**src/rtl/length_prefixed_tx_fifo_slave_unit_assert.svh**
```systemverilog
// Assertion macros used by the transmit FIFO slave RTL.
// Depends on nothing; included by lptx_back, which checks its own logic.
`ifndef LENGTH_PREFIXED_TX_FIFO_SLAVE_UNIT_ASSERT_SVH
`define LENGTH_PREFIXED_TX_FIFO_SLAVE_UNIT_ASSERT_SVH

// Condition and consequence in the same cycle
`define LPTX_ASSERT_NOW(label, clk, rst, ante, cons, msg) \
   label: assert property (@(posedge clk) disable iff (rst) (ante) |-> (cons)) \
      else $error(msg);

// Consequence in the cycle after the condition
`define LPTX_ASSERT_NEXT(label, clk, rst, ante, cons, msg) \
   label: assert property (@(posedge clk) disable iff (rst) (ante) |=> (cons)) \
      else $error(msg);

`endif

```
**src/rtl/lptx_pkg.sv**
```systemverilog
// Package for the length-prefixed transmit FIFO slave: payload types, codes
// and default sizes. No dependencies.
`timescale 1ns / 1ps

package lptx_pkg;

   // Default sizes
   localparam int DEFAULT_STORE_DEPTH  = 128;
   localparam int DEFAULT_MAX_DATAGRAM = 32;
   // Most bytes sent by one master read
   localparam int MAX_RESULTS          = 32;
   // Reset value of the fill limit register
   localparam logic [5:0] FILL_LIMIT_RESET = 6'd63;

   // Register byte addresses
   localparam logic [1:0] ADDR_FILL_LIMIT = 2'd0;

   // Request codes
   localparam logic [1:0] REQ_HEADER = 2'd0;
   localparam logic [1:0] REQ_BYTE   = 2'd1;
   localparam logic [1:0] REQ_READ   = 2'd2;

   // Result status codes
   localparam logic [1:0] STATUS_ACCEPTED = 2'd0;
   localparam logic [1:0] STATUS_DROPPED  = 2'd1;
   localparam logic [1:0] STATUS_RETURNED = 2'd2;

   typedef struct packed {
      logic [1:0] req_type;
      logic [5:0] length;
      logic [7:0] data_byte;
   } req_payload_type;

   typedef struct packed {
      logic [1:0] status;
      logic [7:0] out_byte;
      logic       last;
   } rsp_payload_type;

   // Classified command passed from front to back
   typedef enum logic [1:0] {
      OP_HEADER = 2'd0,
      OP_BYTE   = 2'd1,
      OP_READ   = 2'd2
   } op_type;

   typedef struct packed {
      op_type     op;
      logic [5:0] length;
      logic [7:0] data_byte;
   } cmd_type;

   // Head of the command queue as seen by the back end
   typedef struct packed {
      logic    valid;
      cmd_type cmd;
   } cmd_slot_type;

   typedef enum logic [1:0] {
      ST_IDLE = 2'd0,
      ST_SIZE = 2'd1,
      ST_EMIT = 2'd2
   } back_state_type;

endpackage

```
**src/rtl/lptx_front.sv**
```systemverilog
// Front end: accepts request items and classifies them into commands.
// Depends on lptx_pkg.
`timescale 1ns / 1ps

module lptx_front (
   input  logic                     start,
   input  lptx_pkg::req_payload_type req_payload,
   input  logic                     queue_full,
   output logic                     busy,
   output logic                     push_valid,
   output lptx_pkg::cmd_type         push_cmd
);
   import lptx_pkg::*;

   logic accept;

   // Take an item whenever the queue has room
   assign busy   = queue_full;
   assign accept = start && !queue_full;

   // Decode the request; unknown codes are dropped without a result
   always_comb begin
      push_valid         = 1'b0;
      push_cmd.op        = OP_HEADER;
      push_cmd.length    = req_payload.length;
      push_cmd.data_byte = req_payload.data_byte;
      unique case (req_payload.req_type)
         REQ_HEADER: begin
            push_valid  = accept;
            push_cmd.op = OP_HEADER;
         end
         REQ_BYTE: begin
            push_valid  = accept;
            push_cmd.op = OP_BYTE;
         end
         REQ_READ: begin
            push_valid  = accept;
            push_cmd.op = OP_READ;
         end
         default: begin
            push_valid = 1'b0;
         end
      endcase
   end

endmodule

```
**src/rtl/lptx_cmd_queue.sv**
```systemverilog
// Two-entry command queue between the front and back ends.
// Depends on lptx_pkg.
`timescale 1ns / 1ps

module lptx_cmd_queue (
   input  logic                  clock,
   input  logic                  reset,
   input  logic                  push_valid,
   input  lptx_pkg::cmd_type      push_cmd,
   input  logic                  pop,
   output logic                  full,
   output lptx_pkg::cmd_slot_type head
);
   import lptx_pkg::*;

   cmd_type    slot_ff [2];
   logic       wr_idx_ff, wr_idx_in;
   logic       rd_idx_ff, rd_idx_in;
   logic [1:0] count_ff, count_in;
   logic       do_push, do_pop;

   assign full     = (count_ff == 2'd2);
   assign do_push  = push_valid && !full;
   assign do_pop   = pop && (count_ff != 2'd0);
   assign head.valid = (count_ff != 2'd0);
   assign head.cmd   = slot_ff[rd_idx_ff];

   // Pointer and count update
   always_comb begin
      wr_idx_in = do_push ? ~wr_idx_ff : wr_idx_ff;
      rd_idx_in = do_pop  ? ~rd_idx_ff : rd_idx_ff;
      count_in  = count_ff;
      priority if (do_push && !do_pop) begin
         count_in = count_ff + 2'd1;
      end else if (do_pop && !do_push) begin
         count_in = count_ff - 2'd1;
      end
   end

   always_ff @(posedge clock) begin
      if (reset) begin
         wr_idx_ff <= 1'b0;
         rd_idx_ff <= 1'b0;
         count_ff  <= 2'd0;
      end else begin
         wr_idx_ff <= wr_idx_in;
         rd_idx_ff <= rd_idx_in;
         count_ff  <= count_in;
      end
   end

   // Entry storage
   always_ff @(posedge clock) begin
      if (do_push) begin
         slot_ff[wr_idx_ff] <= push_cmd;
      end
   end

endmodule

```
**src/rtl/lptx_back.sv**
```systemverilog
// Back end: byte FIFO memory, datagram framing, drop logic and result output.
// Depends on lptx_pkg and the assertion macro header.
`timescale 1ns / 1ps
`include "length_prefixed_tx_fifo_slave_unit_assert.svh"

module lptx_back #(
   parameter int STORE_DEPTH  = lptx_pkg::DEFAULT_STORE_DEPTH,
   parameter int MAX_DATAGRAM = lptx_pkg::DEFAULT_MAX_DATAGRAM
) (
   input  logic                      clock,
   input  logic                      reset,
   input  logic [5:0]                fill_limit,
   input  lptx_pkg::cmd_slot_type     head,
   output logic                      cmd_pop,
   output logic                      rsp_strobe,
   output lptx_pkg::rsp_payload_type  rsp_payload
);
   import lptx_pkg::*;

   localparam int PW = $clog2(STORE_DEPTH);
   localparam int OW = $clog2(STORE_DEPTH + 1);
   localparam int AW = $clog2(MAX_DATAGRAM + 1);
   localparam int CW = $clog2(MAX_RESULTS + 1);

   back_state_type state_ff, state_in;
   logic [PW-1:0]  rp_ff, rp_in;
   logic [PW-1:0]  wp_ff, wp_in;
   logic [OW-1:0]  occ_ff, occ_in;
   logic [AW-1:0]  ann_ff, ann_in;
   logic           drop_ff, drop_in;
   logic [CW-1:0]  cnt_ff, cnt_in;

   logic           rsp_valid_ff, rsp_valid_in;
   logic [1:0]     rsp_status_ff, rsp_status_in;
   logic [7:0]     rsp_byte_ff, rsp_byte_in;
   logic           rsp_last_ff, rsp_last_in;
   logic           rsp_mem_ff, rsp_mem_in;

   logic [7:0]     mem [STORE_DEPTH];
   logic [7:0]     rd_data_ff;
   logic           rd_en;
   logic           wr_en;
   logic [7:0]     wr_data;

   logic [PW-1:0]  rp_next, wp_next;
   logic [OW:0]    hdr_need;
   logic           hdr_ok, byte_ok;
   logic [OW-1:0]  ann_ext, n_cap, n_take;
   logic           front_big, front_fits;

   // Pointer wrap at the store depth
   assign rp_next = (rp_ff == PW'(STORE_DEPTH - 1)) ? '0 : rp_ff + PW'(1);
   assign wp_next = (wp_ff == PW'(STORE_DEPTH - 1)) ? '0 : wp_ff + PW'(1);

   // Push admission checks
   assign hdr_need = {1'b0, occ_ff} + (OW+1)'(1) + (OW+1)'(head.cmd.length);
   assign hdr_ok   = (occ_ff <= OW'(fill_limit))
                  && ({1'b0, head.cmd.length} <= 7'(MAX_DATAGRAM))
                  && (hdr_need <= (OW+1)'(STORE_DEPTH));
   assign byte_ok  = !drop_ff && (occ_ff < OW'(STORE_DEPTH));

   // Payload burst length: announced, capped per read and by stored bytes
   assign ann_ext = OW'(ann_ff);
   assign n_cap   = (ann_ext > OW'(MAX_RESULTS)) ? OW'(MAX_RESULTS) : ann_ext;
   assign n_take  = (n_cap > occ_ff) ? occ_ff : n_cap;

   // Front length byte checks, from the registered memory read
   assign front_big  = rd_data_ff > 8'(MAX_DATAGRAM);
   assign front_fits = {1'b0, occ_ff} >= ((OW+1)'(rd_data_ff) + (OW+1)'(1));

   // Sequencer: next state, FIFO updates and result registers
   always_comb begin
      state_in      = state_ff;
      rp_in         = rp_ff;
      wp_in         = wp_ff;
      occ_in        = occ_ff;
      ann_in        = ann_ff;
      drop_in       = drop_ff;
      cnt_in        = cnt_ff;
      cmd_pop       = 1'b0;
      rd_en         = 1'b0;
      wr_en         = 1'b0;
      wr_data       = head.cmd.data_byte;
      rsp_valid_in  = 1'b0;
      rsp_status_in = STATUS_RETURNED;
      rsp_byte_in   = 8'd0;
      rsp_last_in   = 1'b1;
      rsp_mem_in    = 1'b0;

      unique case (state_ff)
         ST_IDLE: begin
            if (head.valid) begin
               cmd_pop = 1'b1;
               unique case (head.cmd.op)
                  OP_HEADER: begin
                     rsp_valid_in = 1'b1;
                     if (hdr_ok) begin
                        wr_en         = 1'b1;
                        wr_data       = {2'b00, head.cmd.length};
                        wp_in         = wp_next;
                        occ_in        = occ_ff + OW'(1);
                        drop_in       = 1'b0;
                        rsp_status_in = STATUS_ACCEPTED;
                     end else begin
                        drop_in       = 1'b1;
                        rsp_status_in = STATUS_DROPPED;
                     end
                  end
                  OP_BYTE: begin
                     rsp_valid_in = 1'b1;
                     if (byte_ok) begin
                        wr_en         = 1'b1;
                        wp_in         = wp_next;
                        occ_in        = occ_ff + OW'(1);
                        rsp_status_in = STATUS_ACCEPTED;
                     end else begin
                        rsp_status_in = STATUS_DROPPED;
                     end
                  end
                  OP_READ: begin
                     if (ann_ff == '0) begin
                        // Size phase: fetch the front length byte
                        if (occ_ff == '0) begin
                           rsp_valid_in = 1'b1;
                        end else begin
                           rd_en    = 1'b1;
                           state_in = ST_SIZE;
                        end
                     end else if (occ_ff == '0) begin
                        // Nothing stored: answer zero, back to size phase
                        ann_in       = '0;
                        rsp_valid_in = 1'b1;
                     end else begin
                        // Payload phase burst
                        if ((n_take < ann_ext) && (n_take == occ_ff)) begin
                           ann_in = '0;
                        end else begin
                           ann_in = AW'(ann_ext - n_take);
                        end
                        cnt_in   = CW'(n_take);
                        state_in = ST_EMIT;
                     end
                  end
                  default: begin
                     rsp_valid_in = 1'b0;
                  end
               endcase
            end
         end
         ST_SIZE: begin
            rsp_valid_in = 1'b1;
            priority if (front_big) begin
               // Broken framing: discard the byte
               rp_in  = rp_next;
               occ_in = occ_ff - OW'(1);
            end else if (front_fits) begin
               rp_in       = rp_next;
               occ_in      = occ_ff - OW'(1);
               ann_in      = AW'(rd_data_ff);
               rsp_byte_in = rd_data_ff;
            end
            state_in = ST_IDLE;
         end
         ST_EMIT: begin
            rd_en        = 1'b1;
            rp_in        = rp_next;
            occ_in       = occ_ff - OW'(1);
            cnt_in       = cnt_ff - CW'(1);
            rsp_valid_in = 1'b1;
            rsp_mem_in   = 1'b1;
            rsp_last_in  = (cnt_ff == CW'(1));
            if (cnt_ff == CW'(1)) begin
               state_in = ST_IDLE;
            end
         end
         default: begin
            state_in = ST_IDLE;
         end
      endcase
   end

   always_ff @(posedge clock) begin
      if (reset) begin
         state_ff     <= ST_IDLE;
         rp_ff        <= '0;
         wp_ff        <= '0;
         occ_ff       <= '0;
         ann_ff       <= '0;
         drop_ff      <= 1'b0;
         cnt_ff       <= '0;
         rsp_valid_ff <= 1'b0;
      end else begin
         state_ff     <= state_in;
         rp_ff        <= rp_in;
         wp_ff        <= wp_in;
         occ_ff       <= occ_in;
         ann_ff       <= ann_in;
         drop_ff      <= drop_in;
         cnt_ff       <= cnt_in;
         rsp_valid_ff <= rsp_valid_in;
      end
   end

   // Result payload registers
   always_ff @(posedge clock) begin
      rsp_status_ff <= rsp_status_in;
      rsp_byte_ff   <= rsp_byte_in;
      rsp_last_ff   <= rsp_last_in;
      rsp_mem_ff    <= rsp_mem_in;
   end

   // FIFO memory: one write port, one registered read port at the read pointer
   always_ff @(posedge clock) begin
      if (wr_en) begin
         mem[wp_ff] <= wr_data;
      end
   end

   always_ff @(posedge clock) begin
      if (rd_en) begin
         rd_data_ff <= mem[rp_ff];
      end
   end

   assign rsp_strobe           = rsp_valid_ff;
   assign rsp_payload.status   = rsp_status_ff;
   assign rsp_payload.out_byte = rsp_mem_ff ? rd_data_ff : rsp_byte_ff;
   assign rsp_payload.last     = rsp_last_ff;

   // Checks
   `LPTX_ASSERT_NOW(a_occ_bound, clock, reset, 1'b1, occ_ff <= OW'(STORE_DEPTH), "occupancy overflow")
   `LPTX_ASSERT_NOW(a_emit_has_data, clock, reset, state_ff == ST_EMIT, cnt_ff != '0 && occ_ff != '0, "burst with no data")
   `LPTX_ASSERT_NEXT(a_burst_end, clock, reset, state_ff == ST_EMIT && cnt_ff == CW'(1), rsp_valid_ff && rsp_last_ff && state_ff == ST_IDLE, "burst did not end with last")

endmodule

```
**src/rtl/length_prefixed_tx_fifo_slave_unit.sv**
```systemverilog
// Top level of the length-prefixed transmit FIFO slave: register port,
// front end, command queue and back end. Depends on lptx_pkg and the submodules.
//
// Usage:
//   Request channel: an item (req_payload) is taken at a clock edge with start
//   high and busy low. Headers and payload bytes are pushed into a byte FIFO;
//   a read request returns a datagram length (size phase) or its payload.
//   Request code 3 is ignored and gives no result.
//   Result channel: each result shows on rsp_payload for one cycle with
//   rsp_strobe high; the receiver cannot stall, so results are never held.
//   Timing: a push result is registered after its item passes the command
//   queue; a size read answers after the registered FIFO read of the length
//   byte, or without a read if the FIFO is empty; a payload read sends one byte
//   per cycle, up to 32 per read. Throughput: the back end handles one push per
//   cycle; a payload read holds it in ST_EMIT until its last byte, and a size
//   read in ST_SIZE unless empty; the registered FIFO read port sets this.
//   A two-entry command queue takes new items meanwhile; busy is high when full.
//   Register port: fill_limit at byte address 0, reset to 63; pready is tied
//   high. Reset clears pointers, occupancy, phase and drop state; the FIFO
//   memory needs no clearing since only stored bytes are read.
`timescale 1ns / 1ps

module length_prefixed_tx_fifo_slave_unit #(
   parameter int STORE_DEPTH  = lptx_pkg::DEFAULT_STORE_DEPTH,
   parameter int MAX_DATAGRAM = lptx_pkg::DEFAULT_MAX_DATAGRAM
) (
   input  logic                      clock,
   input  logic                      reset,
   // Request channel
   input  logic                      start,
   output logic                      busy,
   input  lptx_pkg::req_payload_type  req_payload,
   // Result channel
   output logic                      rsp_strobe,
   output lptx_pkg::rsp_payload_type  rsp_payload,
   // Register port
   input  logic                      psel,
   input  logic                      penable,
   input  logic                      pwrite,
   input  logic [1:0]                paddr,
   input  logic [31:0]               pwdata,
   output logic [31:0]               prdata,
   output logic                      pready
);
   import lptx_pkg::*;

   logic [5:0]   fill_limit_ff, fill_limit_in;
   logic         csr_write;
   logic         queue_full;
   logic         push_valid;
   cmd_type      push_cmd;
   logic         cmd_pop;
   cmd_slot_type head;

   // Register port
   assign pready    = 1'b1;
   assign csr_write = psel && penable && pwrite && pready;
   assign fill_limit_in = (csr_write && (paddr == ADDR_FILL_LIMIT)) ? pwdata[5:0]
                                                                   : fill_limit_ff;
   assign prdata = (paddr == ADDR_FILL_LIMIT) ? {26'd0, fill_limit_ff} : 32'd0;

   always_ff @(posedge clock) begin
      if (reset) begin
         fill_limit_ff <= FILL_LIMIT_RESET;
      end else begin
         fill_limit_ff <= fill_limit_in;
      end
   end

   lptx_front u_front (
      .start       (start),
      .req_payload (req_payload),
      .queue_full  (queue_full),
      .busy        (busy),
      .push_valid  (push_valid),
      .push_cmd    (push_cmd)
   );

   lptx_cmd_queue u_queue (
      .clock      (clock),
      .reset      (reset),
      .push_valid (push_valid),
      .push_cmd   (push_cmd),
      .pop        (cmd_pop),
      .full       (queue_full),
      .head       (head)
   );

   lptx_back #(
      .STORE_DEPTH  (STORE_DEPTH),
      .MAX_DATAGRAM (MAX_DATAGRAM)
   ) u_back (
      .clock       (clock),
      .reset       (reset),
      .fill_limit  (fill_limit_ff),
      .head        (head),
      .cmd_pop     (cmd_pop),
      .rsp_strobe  (rsp_strobe),
      .rsp_payload (rsp_payload)
   );

endmodule
```
**config.mk**
```make
export PLATFORM = sky130hd
export DESIGN_NAME = length_prefixed_tx_fifo_slave_unit
export DESIGN_NICKNAME = d
export VERILOG_FILES = /design/src/rtl/lptx_pkg.sv /design/src/rtl/lptx_front.sv /design/src/rtl/lptx_cmd_queue.sv /design/src/rtl/lptx_back.sv /design/src/rtl/length_prefixed_tx_fifo_slave_unit.sv
export VERILOG_INCLUDE_DIRS = /design/src /design/src/rtl
export SDC_FILE = /design/constraint.sdc
export NUM_CORES = 1
export LEC_CHECK = 0
export CELL_PAD_IN_SITES_DETAIL_PLACEMENT = 1
export CELL_PAD_IN_SITES_GLOBAL_PLACEMENT = 1
export CORE_MARGIN = 3
export CORE_UTILIZATION = 40
export DETAILED_ROUTE_END_ITERATION = 10
export DONT_BUFFER_PORTS = 1
export GPL_TIMING_DRIVEN = 0
export PLACE_DENSITY_LB_ADDON = 0.1
export SLEW_MARGIN = 20
export SYNTH_ARGS = -nofsm -noshare
export SYNTH_HDL_FRONTEND = slang
export SYNTH_SLANG_ARGS = --single-unit
export TNS_END_PERCENT = 5
```
**constraint.sdc**
```tcl
create_clock -name clock -period 11.4 [get_ports clock]
set_input_delay 1.71 -clock clock [delete_from_list [all_inputs] [get_ports clock]]
set_output_delay 1.71 -clock clock [all_outputs]
set_load 0.1 [all_outputs]
```
Yosys cells after proc, flatten, opt, wreduce, memory -nomap -nowiden. Memories as Yosys holds them, arrays and structs flattened. A register that Yosys moved wholly into a read port is not among the register bits. Index checks and enable logic that the tools add are counted.

$add $sub $neg: 11. Magnitude comparators: 9. Equality and inequality tests: 24. Mux-type cells: 74. Bitwise logic cells: 4. Reductions and logical operators: 41.

Operator list (count): two-way mux 8 bit (11); two-way mux 6 bit (13); two-way mux 7 bit (6); one-hot mux 7 bit (2 select lines) (2); one-hot mux 6 bit (2 select lines) (2); one-hot mux 8 bit (3 select lines) (1); two-way mux 1 bit (23); adder 8 x 1 -> 9 bit, second input constant (2); two-way mux 2 bit (8); one-hot mux 8 bit (2 select lines) (1); adder 7 x 1 -> 7 bit, second input constant (2); == test 7 bit, second input constant (2); logical AND 1 bit (12); one-hot mux 2 bit (2 select lines) (3); AND reduction 6 bit (2); nonzero test 2 bit (6); != test 2 bit, second input constant (5); AND reduction 5 bit (2); adder 9 x 6 -> 9 bit (1); >= comparator 8 x 9 -> 1 bit (1); less-or-equal comparator 9 x 8 -> 1 bit, second input constant (1); adder 8 x 1 -> 8 bit, second input constant (1); == test 2 bit, second input constant (4); == test 8 bit (1); 30 further kinds (51).

Register bits: 60. Bits in writable memories: 1056. Input bits: 56. Output and inout port bits: 46. Word-level logic and storage cells: 181. Memories kept: 2.

Memories: u_back.mem (words 128, width 8, rd ports 1, clocked after Yosys merged registers in 1, write ports 1, line lptx_back.sv:39) `logic [7:0] mem [STORE_DEPTH];`; u_queue.slot_ff (words 2, width 16, rd ports 1, clocked after Yosys merged registers in 1, write ports 1, line lptx_cmd_queue.sv:16) `cmd_type slot_ff [2];`.

Depth between registers and ports, before layout. Gate-level depths: netlist of run 1.

Depth after elaboration: 12. Gate-level depth with buffers: 17. Depth with buffers taken out: 16.

Modules after synthesis. Synthesis of run 1 repeated with hierarchy kept, for this count alone.

Cell total of the unflattened synthesis: 2425. Area, all modules: 45347.2 µm².

Modules (own cells, without submodules): lptx_back (times used 1, cells each 2269, area an instance 43320.3 µm²); lptx_cmd_queue (times used 1, cells each 75, area an instance 1373.8 µm²); length_prefixed_tx_fifo_slave_unit (times used 1, cells each 62, area an instance 509.2 µm²); lptx_front (times used 1, cells each 19, area an instance 143.9 µm²).

Least setup slack after synthesis of run 1. No wires, ideal clock.

Path kind: reg-to-reg. Start: register u_back.occ_ff[0]. End: memory u_back.mem[0][5], data pin. Library setup time: 1.197 ns. Data arrival time: 6.754 ns. Required time: 10.203 ns. Slack: 3.449 ns. Stages on the path, launching flop included: 10. Buffers on the path: 2. Period minus slack after synthesis: 7.951 ns. Path through: dfxtp_1 > inv_1 > ha_1 > nand4_1 > mux2i_1 > a21oi_1 > nor4_4 > buf_2 > buf_2 > o21ai_0.

Longest elaborated chain between the ends: 8.

Ends and longest elaborated chain: start, declared (line lptx_back.sv:28) `logic [OW-1:0] occ_ff, occ_in;`; start signal, assigned (line lptx_back.sv:196) `occ_ff <= occ_in;`; adder 8 x 1 -> 9 bit (line lptx_back.sv:56) `assign hdr_need = {1'b0, occ_ff} + (OW+1)'(1) + (OW+1)'(head.cmd.length);`; adder 9 x 6 -> 9 bit (line lptx_back.sv:56); less-or-equal comparator 9 x 8 -> 1 bit (line lptx_back.sv:59) `&& (hdr_need <= (OW+1)'(STORE_DEPTH));`; logical AND 1 bit (*) (line lptx_back.sv:59); two-way mux 8 bit (*) (line lptx_back.sv:97) `if (hdr_ok) begin`; two-way mux 8 bit (*) (line lptx_back.sv:94) `unique case (head.cmd.op)`; two-way mux 8 bit (*) (line lptx_back.sv:92) `if (head.valid) begin`; two-way mux 8 bit (*) (line lptx_back.sv:90) `unique case (state_ff)`; net u_back.wr_data[5] (line lptx_back.sv:43) `logic [7:0] wr_data;`; end, declared (line lptx_back.sv:39).

Mark *: on every way through the listed nets, which the timed path passes. The rest lies on a longest branch.

==> flow_metrics.env, run 1 <==
export IMPL_status="completed"
export IMPL_final_hold_violation_count=0
export IMPL_path_cells="buf_2 -> buf_2 -> buf_2 -> buf_2 -> mux4_2 -> mux2i_1 -> o311ai_0 -> nand4_1 -> o311ai_0"
export IMPL_dp_worst_setup_slack_ps=6610
export IMPL_cap_violations=0
export IMPL_wl_per_cell_um=37.0
export IMPL_fmax_ghz=0.202
export IMPL_routabilityCongestion=0.915
export IMPL_crit_path_end="u_back.rd_data_ff[7]"
export IMPL_crit_required_ps=11790
export IMPL_cts_resized=0
export IMPL_synth_main_ff_cell="edfxtp_1"
export IMPL_yosysSeqAreaShare=0.724
export IMPL_arrival_ps=5360
export IMPL_post_cts_setup_buffers=0
export IMPL_ant_nets=0
export IMPL_multiInputGateArea_um2=11800
export IMPL_drtIter0Drc=3201
export IMPL_yosysTopAreaCellShare=0.697
export IMPL_reg2reg_to="u_back.rd_data_ff[7]"
export IMPL_start_util=0.405
export IMPL_p_leak_nw=16.7
export IMPL_yosysUniqueCellTypes=73
export IMPL_drv_slew=0
export IMPL_dp_hpwl_um=111000
export IMPL_timing_rr_start="u_back.rp_ff[1]"
export IMPL_grt_pass1_vias=26900
export IMPL_worstPathMaxFanout=10
export IMPL_finalWorstSetupSlack_ps=6440
export IMPL_antenna_found_initial=6
export IMPL_async_reset_ff_frac=0
export IMPL_grt_setup_unrepaired="false"
export IMPL_clockBufferDepth=3
export IMPL_ios=102
export IMPL_total_power_w=0.0120
export IMPL_yosys_area_top_type="edfxtp_1"
export IMPL_worst_slew_pin_slew_ps=1260
export IMPL_clk_latency_ps=730
export IMPL_cts_hold_buffers_added=0
export IMPL_power_density_nw_per_um2=226
export IMPL_grt_overflow=0
export IMPL_ir_drop_mv=0.133
export IMPL_clk_pin_slew_worst_paths_ps=70
export IMPL_cts_tree="built"
export IMPL_critPathLaunch="u_back.rp_ff[1]"
export IMPL_die_h_um=344
export IMPL_reg2reg_depth=9
export IMPL_cp_slowest_cell="o311ai_0"
export IMPL_rows=123
export IMPL_drive_above_1_share=0.217
export IMPL_skew_ps=33.0
export IMPL_final_nets=2836
export IMPL_rrSetupSlack_ps=6440
export IMPL_cts_buffers=117
export IMPL_cts_root_buf="clkbuf_16"
export IMPL_cts_sinks=1125
export IMPL_grt_util_all_layers=0.272
export IMPL_io_buffers=0
export IMPL_die_area_um2=119000
export IMPL_postSynthAreaPerCell_um2=18.1
export IMPL_most_common_layout_cells="1064 x edfxtp_1, 229 x mux4_2, 190 x nor2_1"
export IMPL_h_tree_depth=3
export IMPL_route_detailed_drc=0
export IMPL_synthCells=2535
export IMPL_crit_type="reg -> reg"
export IMPL_critPathMaxStageDelay_ps=1030
export IMPL_worstSetupPathDepth=9
export IMPL_vias_per_cell=6.11
export IMPL_area_growth_pct=15.6
export IMPL_fillCellCount=10600
export IMPL_first_pass_iters=5
export IMPL_die_x_um=344
export IMPL_synth_edff_count=1064
export IMPL_layout_commonest_cell="edfxtp_1"
export IMPL_max_slew_margin=0.155
export IMPL_via_count=26500
export IMPL_grt_start_max_net_pins=34
export IMPL_cp_common_cell="buf_2"
export IMPL_grt_pass1_wl_um=220000
export IMPL_core_um2=113000
export IMPL_finalSetupTns_ps=0
export IMPL_synth_area_um2=45800
export IMPL_cp_start_kind="flop"
export IMPL_ys_ff_latch=1125
export IMPL_crit_buf_inv=4
export IMPL_yosysWarnings=0
export IMPL_hold_path_class="reg -> reg"
export IMPL_min_period_ps=4960
export IMPL_crit_path_end_kind="flop"
export IMPL_crit_family="buffers and inverters"
export IMPL_regArea_um2=33200
export IMPL_fin_crit_sh=0.435
export IMPL_synth_top_cells_by_area="edfxtp_1 70%, mux4_2 11%, dfxtp_1 2.7%"
export IMPL_setup_viol=0
export IMPL_wirelength_um=160000
## report_power, final
group          internal (W)  switching (W)  total, W
Clock               0.00226        0.00165   0.00391
Sequential          0.00501      0.0000776   0.00509
Combinational       0.00105        0.00194   0.00299
Total               0.00832        0.00367    0.0120
## registers in the layout, indices dropped and copies added, names as in the netlist, 7 cells and up, named ones only
name	cells
u_back.rd_data_ff	8
u_back.mem	1024
u_back.rp_ff	7
u_queue.slot_ff	32
u_back.wp_ff	7
u_back.rsp_byte_ff	8
u_back.occ_ff	8
## cells in the mapped netlist, drive strengths merged (6+ instances only)
| library cell | number |
|---|---|
| o22ai | 13 |
| buf | 96 |
| o21ai | 44 |
| dfxtp | 61 |
| mux2 | 24 |
| inv | 52 |
| and3 | 9 |
| nand3 | 43 |
| a21oi | 71 |
| mux2i | 71 |
| a31oi | 11 |
| a221oi | 18 |
| nor3b | 10 |
| nand2b | 15 |
| nand4 | 14 |
| nand2 | 71 |
| o211ai | 9 |
| ha | 48 |
| clkbuf | 66 |
| nor3 | 17 |
| edfxtp | 1064 |
| a211o | 15 |
| nor2b | 34 |
| a22oi | 63 |
| a311oi | 12 |
| a22o | 22 |
| o311ai | 6 |
| mux4 | 229 |
| xor2 | 13 |
| or3 | 8 |
| xnor2 | 11 |
| or4 | 6 |
| o21bai | 12 |
| a211oi | 11 |
| o31ai | 6 |
| nor2 | 194 |
## metrics by stage
step	area, um^2	util	std cells	hold WS (ps)
after detailed placement	49100	0.434	4111	458
final	53000	0.468	4332	465
after CTS	53000	0.468	4331	473
after global placement	47800	0.422	4062	447
after floorplan	45900	-	2562	435
after global routing	53000	0.468	4331	488
## worst min-delay path by stage
stage,from,end,slack [ps],depth (start not counted)
global route,fill_limit_ff[4],fill_limit_ff[4],490,1
finish,fill_limit_ff[1],fill_limit_ff[1],470,1
global placement,fill_limit_ff[1],fill_limit_ff[1],450,1
CTS,fill_limit_ff[3],fill_limit_ff[3],470,1
floorplan,fill_limit_ff[1],fill_limit_ff[1],440,1
detailed placement,fill_limit_ff[3],fill_limit_ff[3],460,1
## metal layers
metal / wire (um) / global-route usage
met5: 0 / 0
met1: 64600 / 0.362
met2: 77300 / 0.447
met3: 11700 / 0.0463
met4: 6820 / 0.106
## kinds of logic after synthesis
logic type,share of synthesized area
buffers and inverters,0.0235
other,0.000164
and+or+nand+nor,0.0466
DFF,0.724
muxes,0.134
xor gates and xnor gates,0.00459
adders and majority gates,0.0140
AOI/OAI and AO/OA,0.0530
## final cells by class
type	count	area share
flip-flops and latches	1125	0.626
multi-input cells	1223	0.223
clock buffers	137	0.0579
well taps	1500	0.0354
repair buffers	49	0.0217
plain buffers	162	0.0170
clock inverters	83	0.0153
inverters	52	0.00369
diodes	1	0.0000473
Power figures use the tool's default switching activity.
==> run 2: changes to the inputs <==
==> constraint.sdc (replaced) <==
create_clock -name clock -period 5.05 [get_ports clock]
set_input_delay 0.7575 -clock clock [delete_from_list [all_inputs] [get_ports clock]]
set_output_delay 0.7575 -clock clock [all_outputs]
set_load 0.1 [all_outputs]
==> run 2 against run 1 <==
Net effect: die area unchanged; largest cell class unchanged; hold slack got worse by 340 ps; via count decreased by 1.2%; sequential cell count unchanged; final cell count about the same; non-clock buffer count unchanged; critical endpoint unchanged; maximum frequency increased by 4.2%.
==> flow_metrics.env, run 2 (synthesis gave the netlist of run 1 again) <==
export IMPL_internal_power_w=0.0188
export IMPL_die_x_um=344
export IMPL_critPathMaxStageDelay_ps=820
export IMPL_antenna_found_initial=7
export IMPL_cts_sinks=1125
export IMPL_grt_pass1_wl_um=217000
export IMPL_cts_root_buf="clkbuf_16"
export IMPL_largest_reg_flops=1024
export IMPL_drv_slew=0
export IMPL_route_detailed_drc=0
export IMPL_first_pass_iters=6
export IMPL_timing_rr_start="u_back.rp_ff[1]"
export IMPL_hp_start="req_payload[10]"
export IMPL_grt_util_all_layers=0.267
export IMPL_dp_hpwl_um=111000
export IMPL_fin_crit_sh=0.942
export IMPL_crit_buf_inv=4
export IMPL_clk_pin_slew_worst_paths_ps=60
export IMPL_rrSetupSlack_ps=290
export IMPL_status="completed"
export IMPL_cp_slowest_cell="a22oi_1"
export IMPL_p_leak_nw=16.7
export IMPL_crit_family="buffers and inverters"
export IMPL_postLayoutCoreUtil=0.468
export IMPL_rows=123
export IMPL_cap_violations=0
export IMPL_p_sw_w=0.00814
export IMPL_via_count=26100
export IMPL_io_buffers=0
export IMPL_crit_required_ps=5380
export IMPL_cts_resized=0
export IMPL_drtIter0Drc=2952
export IMPL_cts_hold_buffers_added=0
export IMPL_grt_overflow=0
export IMPL_start_util=0.405
export IMPL_die_h_um=344
export IMPL_whs_path_depth=0
export IMPL_routabilityCongestion=0.934
export IMPL_worst_slew_pin_slew_ps=1240
export IMPL_top_register="u_back.mem"
export IMPL_crit_type="reg -> reg"
export IMPL_final_hold_violation_count=0
export IMPL_h_tree_depth=3
export IMPL_clockBufferDepth=3
export IMPL_path_cells="buf_2 -> buf_2 -> buf_2 -> buf_2 -> mux4_2 -> a22oi_1 -> a21oi_1 -> nor2_1 -> o311ai_0"
export IMPL_finalSetupTns_ps=0
export IMPL_place_area_um2=49000
export IMPL_hold_slack_ps=129
export IMPL_combPwrFrac=0.247
export IMPL_skew_ps=30.2
export IMPL_reg2reg_depth=9
export IMPL_cp_common_cell="buf_2"
export IMPL_seqPwrFrac=0.426
export IMPL_cp_start_kind="flop"
export IMPL_area_growth_pct=15.6
export IMPL_pwr_share_clk=0.327
export IMPL_power_density_nw_per_um2=509
export IMPL_ir_drop_mv=0.342
export IMPL_post_cts_setup_buffers=0
export IMPL_ios=102
export IMPL_setup_viol=0
export IMPL_die_area_um2=119000
export IMPL_min_period_ps=4760
export IMPL_cts_buffers=117
export IMPL_grt_pass1_vias=26600
export IMPL_swShare=0.302
export IMPL_reg_top3="u_back.mem (1024), u_queue.slot_ff (32)"
export IMPL_grt_setup_unrepaired="false"
export IMPL_reg2reg_to="u_back.rd_data_ff[7]"
export IMPL_cts_tree="built"
export IMPL_layout_commonest_cell="edfxtp_1"
export IMPL_max_slew_margin=0.169
export IMPL_arrival_ps=5090
export IMPL_wirelength_um=158000
export IMPL_hold_path_class="in -> reg"
export IMPL_grt_start_max_net_pins=36
export IMPL_core_um2=113000
export IMPL_ant_nets=0
export IMPL_fmax_ghz=0.210
export IMPL_final_nets=2836
export IMPL_wl_per_cell_um=36.5
export IMPL_worstHoldEndpoint="u_queue.slot_ff[0][10]"
export IMPL_total_power_w=0.0270
export IMPL_fillCellCount=10600
export IMPL_crit_path_end_kind="flop"
export IMPL_clk_latency_ps=730
export IMPL_most_common_layout_cells="1064 x edfxtp_1, 229 x mux4_2, 188 x nor2_1"
export IMPL_vias_per_cell=6.04
export IMPL_worstPathMaxFanout=10
export IMPL_drive_above_1_share=0.211
export IMPL_design_area_um2=53000
[run 2: area by class of cell]
cell class | instances | area, um^2 | share of cell area
Clock buffer | 154 | 3190 | 0.0602
Timing Repair Buffer | 49 | 1110 | 0.0210
Antenna cell | 3 | 7.51 | 0.000142
Sequential cell | 1125 | 33200 | 0.626
Clock inverter | 61 | 713 | 0.0135
Multi-Input combinational cell | 1223 | 11800 | 0.223
Buffer | 162 | 891 | 0.0168
Inverter | 52 | 195 | 0.00369
Tap cell | 1500 | 1880 | 0.0354
[run 2: stage by stage]
step                      cells  setup WS (ps)
after floorplan            2562           -544
after global placement     4062          -5600
after detailed placement   4110            377
after CTS                  4325            362
after global routing       4326            116
final                      4329            290
[run 2: routing by layer]
layer / up-vias / global-route usage / share of wire
met5: - / 0 / 0.00012
met3: 276 / 0.0481 / 0.078
met4: 2 / 0.106 / 0.045
met1: 14000 / 0.361 / 0.40
met2: 1224 / 0.430 / 0.47
li1: 10600 / - / -
[run 2: worst max-delay path by stage]
stage / from / end / slack (ps) / cells past startpoint
floorplan: u_back.occ_ff[0] / u_back.mem[0][1] / -540 / 8
global placement: u_back.occ_ff[0] / u_back.mem[92][6] / -5600 / 9
detailed placement: u_back.occ_ff[0] / u_back.mem[95][1] / 380 / 14
CTS: u_back.occ_ff[0] / u_back.mem[93][1] / 360 / 14
global route: u_back.ann_ff[5] / u_back.ann_ff[5] / 120 / 15
finish: u_back.rp_ff[1] / u_back.rd_data_ff[7] / 290 / 9
[run 2: power groups by stage]
| stage | sequential (W) | combinational [W] | clock (W) |
|---|---|---|---|
| 2_1_floorplan | 0.0118 | 0.00342 | 0 |
| 3_3_place_gp | 0.0121 | 0.00570 | 0 |
| 3_5_place_dp | 0.0117 | 0.00666 | 0 |
| 4_1_cts | 0.0115 | 0.00666 | 0.00894 |
| 5_1_grt | 0.0115 | 0.00697 | 0.00932 |
| 6_report | 0.0115 | 0.00666 | 0.00881 |
==> run 3: changes to the inputs <==
==> constraint.sdc (replaced) <==
create_clock -name clock -period 4.79 [get_ports clock]
set_input_delay 0.7185 -clock clock [delete_from_list [all_inputs] [get_ports clock]]
set_output_delay 0.7185 -clock clock [all_outputs]
set_load 0.1 [all_outputs]
==> run 3 against run 2 <==
Net effect: clock skew fell by 3.3 ps; largest cell class unchanged; non-clock buffer count grew 1; combinational power up 5.9%; largest power group unchanged.
==> flow_metrics.env, run 3 (synthesis gave the netlist of run 1 again) <==
export IMPL_grt_util_all_layers=0.267
export IMPL_dp_hpwl_um=111000
export IMPL_antenna_found_initial=7
export IMPL_finalNonFillerCells=4328
export IMPL_top_register="u_back.mem"
export IMPL_final_hold_violation_count=0
export IMPL_io_buffers=0
export IMPL_grt_overflow=0
export IMPL_critPathLaunch="u_back.rp_ff[1]"
export IMPL_ant_nets=0
export IMPL_critPathMaxStageDelay_ps=810
export IMPL_power_density_nw_per_um2=537
export IMPL_clk_latency_ps=730
export IMPL_die_h_um=344
export IMPL_route_detailed_drc=0
export IMPL_reg2reg_depth=9
export IMPL_min_period_ps=4750
export IMPL_finalWorstSetupSlack_ps=39.5
export IMPL_cap_violations=0
export IMPL_start_util=0.405
export IMPL_cts_root_buf="clkbuf_16"
export IMPL_p_leak_nw=16.7
export IMPL_status="completed"
export IMPL_arrival_ps=5070
export IMPL_largest_reg_flops=1024
export IMPL_vias_per_cell=6.02
export IMPL_path_cells="buf_2 -> buf_2 -> buf_2 -> buf_2 -> mux4_2 -> a22oi_1 -> a21oi_1 -> nor2_1 -> o311ai_0"
export IMPL_cts_sinks=1125
export IMPL_drtIter0Drc=3065
export IMPL_grt_pass1_wl_um=217000
export IMPL_reg2reg_to="u_back.rd_data_ff[1]"
export IMPL_busiest_layer="met2"
export IMPL_ios=102
export IMPL_fmax_ghz=0.211
export IMPL_clk_pin_slew_worst_paths_ps=60
export IMPL_cp_common_cell="buf_2"
export IMPL_cts_tree="built"
export IMPL_crit_type="reg -> reg"
export IMPL_core_um2=113000
export IMPL_gr_usage_met2=0.430
export IMPL_fin_crit_sh=0.992
export IMPL_crit_buf_inv=4
export IMPL_cp_start_kind="flop"
export IMPL_cts_hold_buffers_added=0
export IMPL_drv_slew=0
export IMPL_via_count=26100
export IMPL_cp_slowest_cell="a22oi_1"
export IMPL_drive_above_1_share=0.212
export IMPL_layout_commonest_cell="edfxtp_1"
export IMPL_most_common_layout_cells="1064 x edfxtp_1, 229 x mux4_2, 188 x nor2_1"
export IMPL_hold_path_class="in -> reg"
export IMPL_cts_buffers=117
export IMPL_worstPathMaxFanout=10
export IMPL_crit_family="buffers and inverters"
export IMPL_wl_per_cell_um=36.5
export IMPL_first_pass_iters=5
export IMPL_routabilityCongestion=0.934
export IMPL_rows=123
export IMPL_grt_pass1_vias=26600
export IMPL_die_area_um2=119000
export IMPL_place_inst=4110
export IMPL_crit_path_end="u_back.rd_data_ff[1]"
export IMPL_max_slew_margin=0.185
export IMPL_worst_slew_pin_slew_ps=1220
export IMPL_skew_ps=26.9
export IMPL_worstSetupPathDepth=9
export IMPL_ir_drop_mv=0.361
export IMPL_postLayoutCoreUtil=0.468
export IMPL_rrSetupSlack_ps=40
export IMPL_crit_path_end_kind="flop"
export IMPL_clockBufferDepth=3
export IMPL_area_growth_pct=15.6
export IMPL_final_nets=2837
export IMPL_timing_rr_start="u_back.rp_ff[1]"
export IMPL_grt_setup_unrepaired="false"
export IMPL_grt_start_max_net_pins=36
export IMPL_use_met3=0.0481
export IMPL_h_tree_depth=3
export IMPL_reg_top3="u_back.mem (1024), u_queue.slot_ff (32)"
export IMPL_crit_required_ps=5110
export IMPL_wirelength_um=158000
export IMPL_dp_worst_setup_slack_ps=117
export IMPL_die_x_um=344
export IMPL_setup_viol=0
export IMPL_use_met1=0.361
-- run 3: cell types whose count changed in the layout (fill, tap and decap cells not counted) --
cell | previous run | this run
a22oi_1 | 63 | 62
buf_4 | 47 | 48
a211oi_4 | 0 | 1
a211oi_2 | 1 | 0
o21ai_1 | 0 | 1
diode_2 | 3 | 1
a22oi_2 | 0 | 1
o21ai_0 | 39 | 38
-- run 3: layout make-up --
cell class / instances / area (um^2)
well taps: 1500 / 1880
multi-input cells: 1223 / 11800
flip-flops and latches: 1125 / 33200
fillers: 10600 / 60100
inverters: 52 / 195
diodes: 1 / 2.50
repair buffers: 50 / 1120
clock inverters: 61 / 713
plain buffers: 162 / 891
clock buffers: 154 / 3190
-- run 3: repair_timing --
item | 4_1_cts | 5_1_grt
setup buffers | 0 | 1
hold endpoints to repair | 0 | 0
endpoints found under the setup margin | 0 | 53
gates resized for setup | 0 | 3
-- run 3: worst min path at each step --
stage	from	end	slack, ps	cells after the start
final	req_payload[10]	u_queue.slot_ff[0][10]	90	0
after global routing	req_payload[10]	u_queue.slot_ff[0][10]	70	0
after global placement	fill_limit_ff[4]	fill_limit_ff[4]	450	1
after detailed placement	fill_limit_ff[1]	fill_limit_ff[1]	450	1
after CTS	req_payload[10]	u_queue.slot_ff[0][10]	60	0
after floorplan	fill_limit_ff[1]	fill_limit_ff[1]	440	1
-- run 3: stage by stage --
stage	total power (W)	setup TNS, ps	hold WS, ps	instance area [um^2]
after floorplan	0.0161	-603800	435	45900
after global placement	0.0188	-5141030	451	47800
after detailed placement	0.0193	0	450	49000
after CTS	0.0286	0	56.5	52900
after global routing	0.0293	0	65.3	53000
final	0.0285	0	92.2	53000
-- run 3: where the power goes --
group          internal [W]  switching (W)  leakage [nW]
Sequential           0.0119       0.000189          10.1
Clock               0.00542        0.00387          1.89
Combinational       0.00251        0.00454          4.76
Total                0.0199        0.00860          16.7
-- run 3: metal layers --
metal  wire (um)  up-vias  share of wire
met5          19        -        0.00012
met4        7360        2          0.047
met3       11400      282          0.072
met2       74900     1129           0.47
met1       64300    14000           0.41
li1            -    10600              -
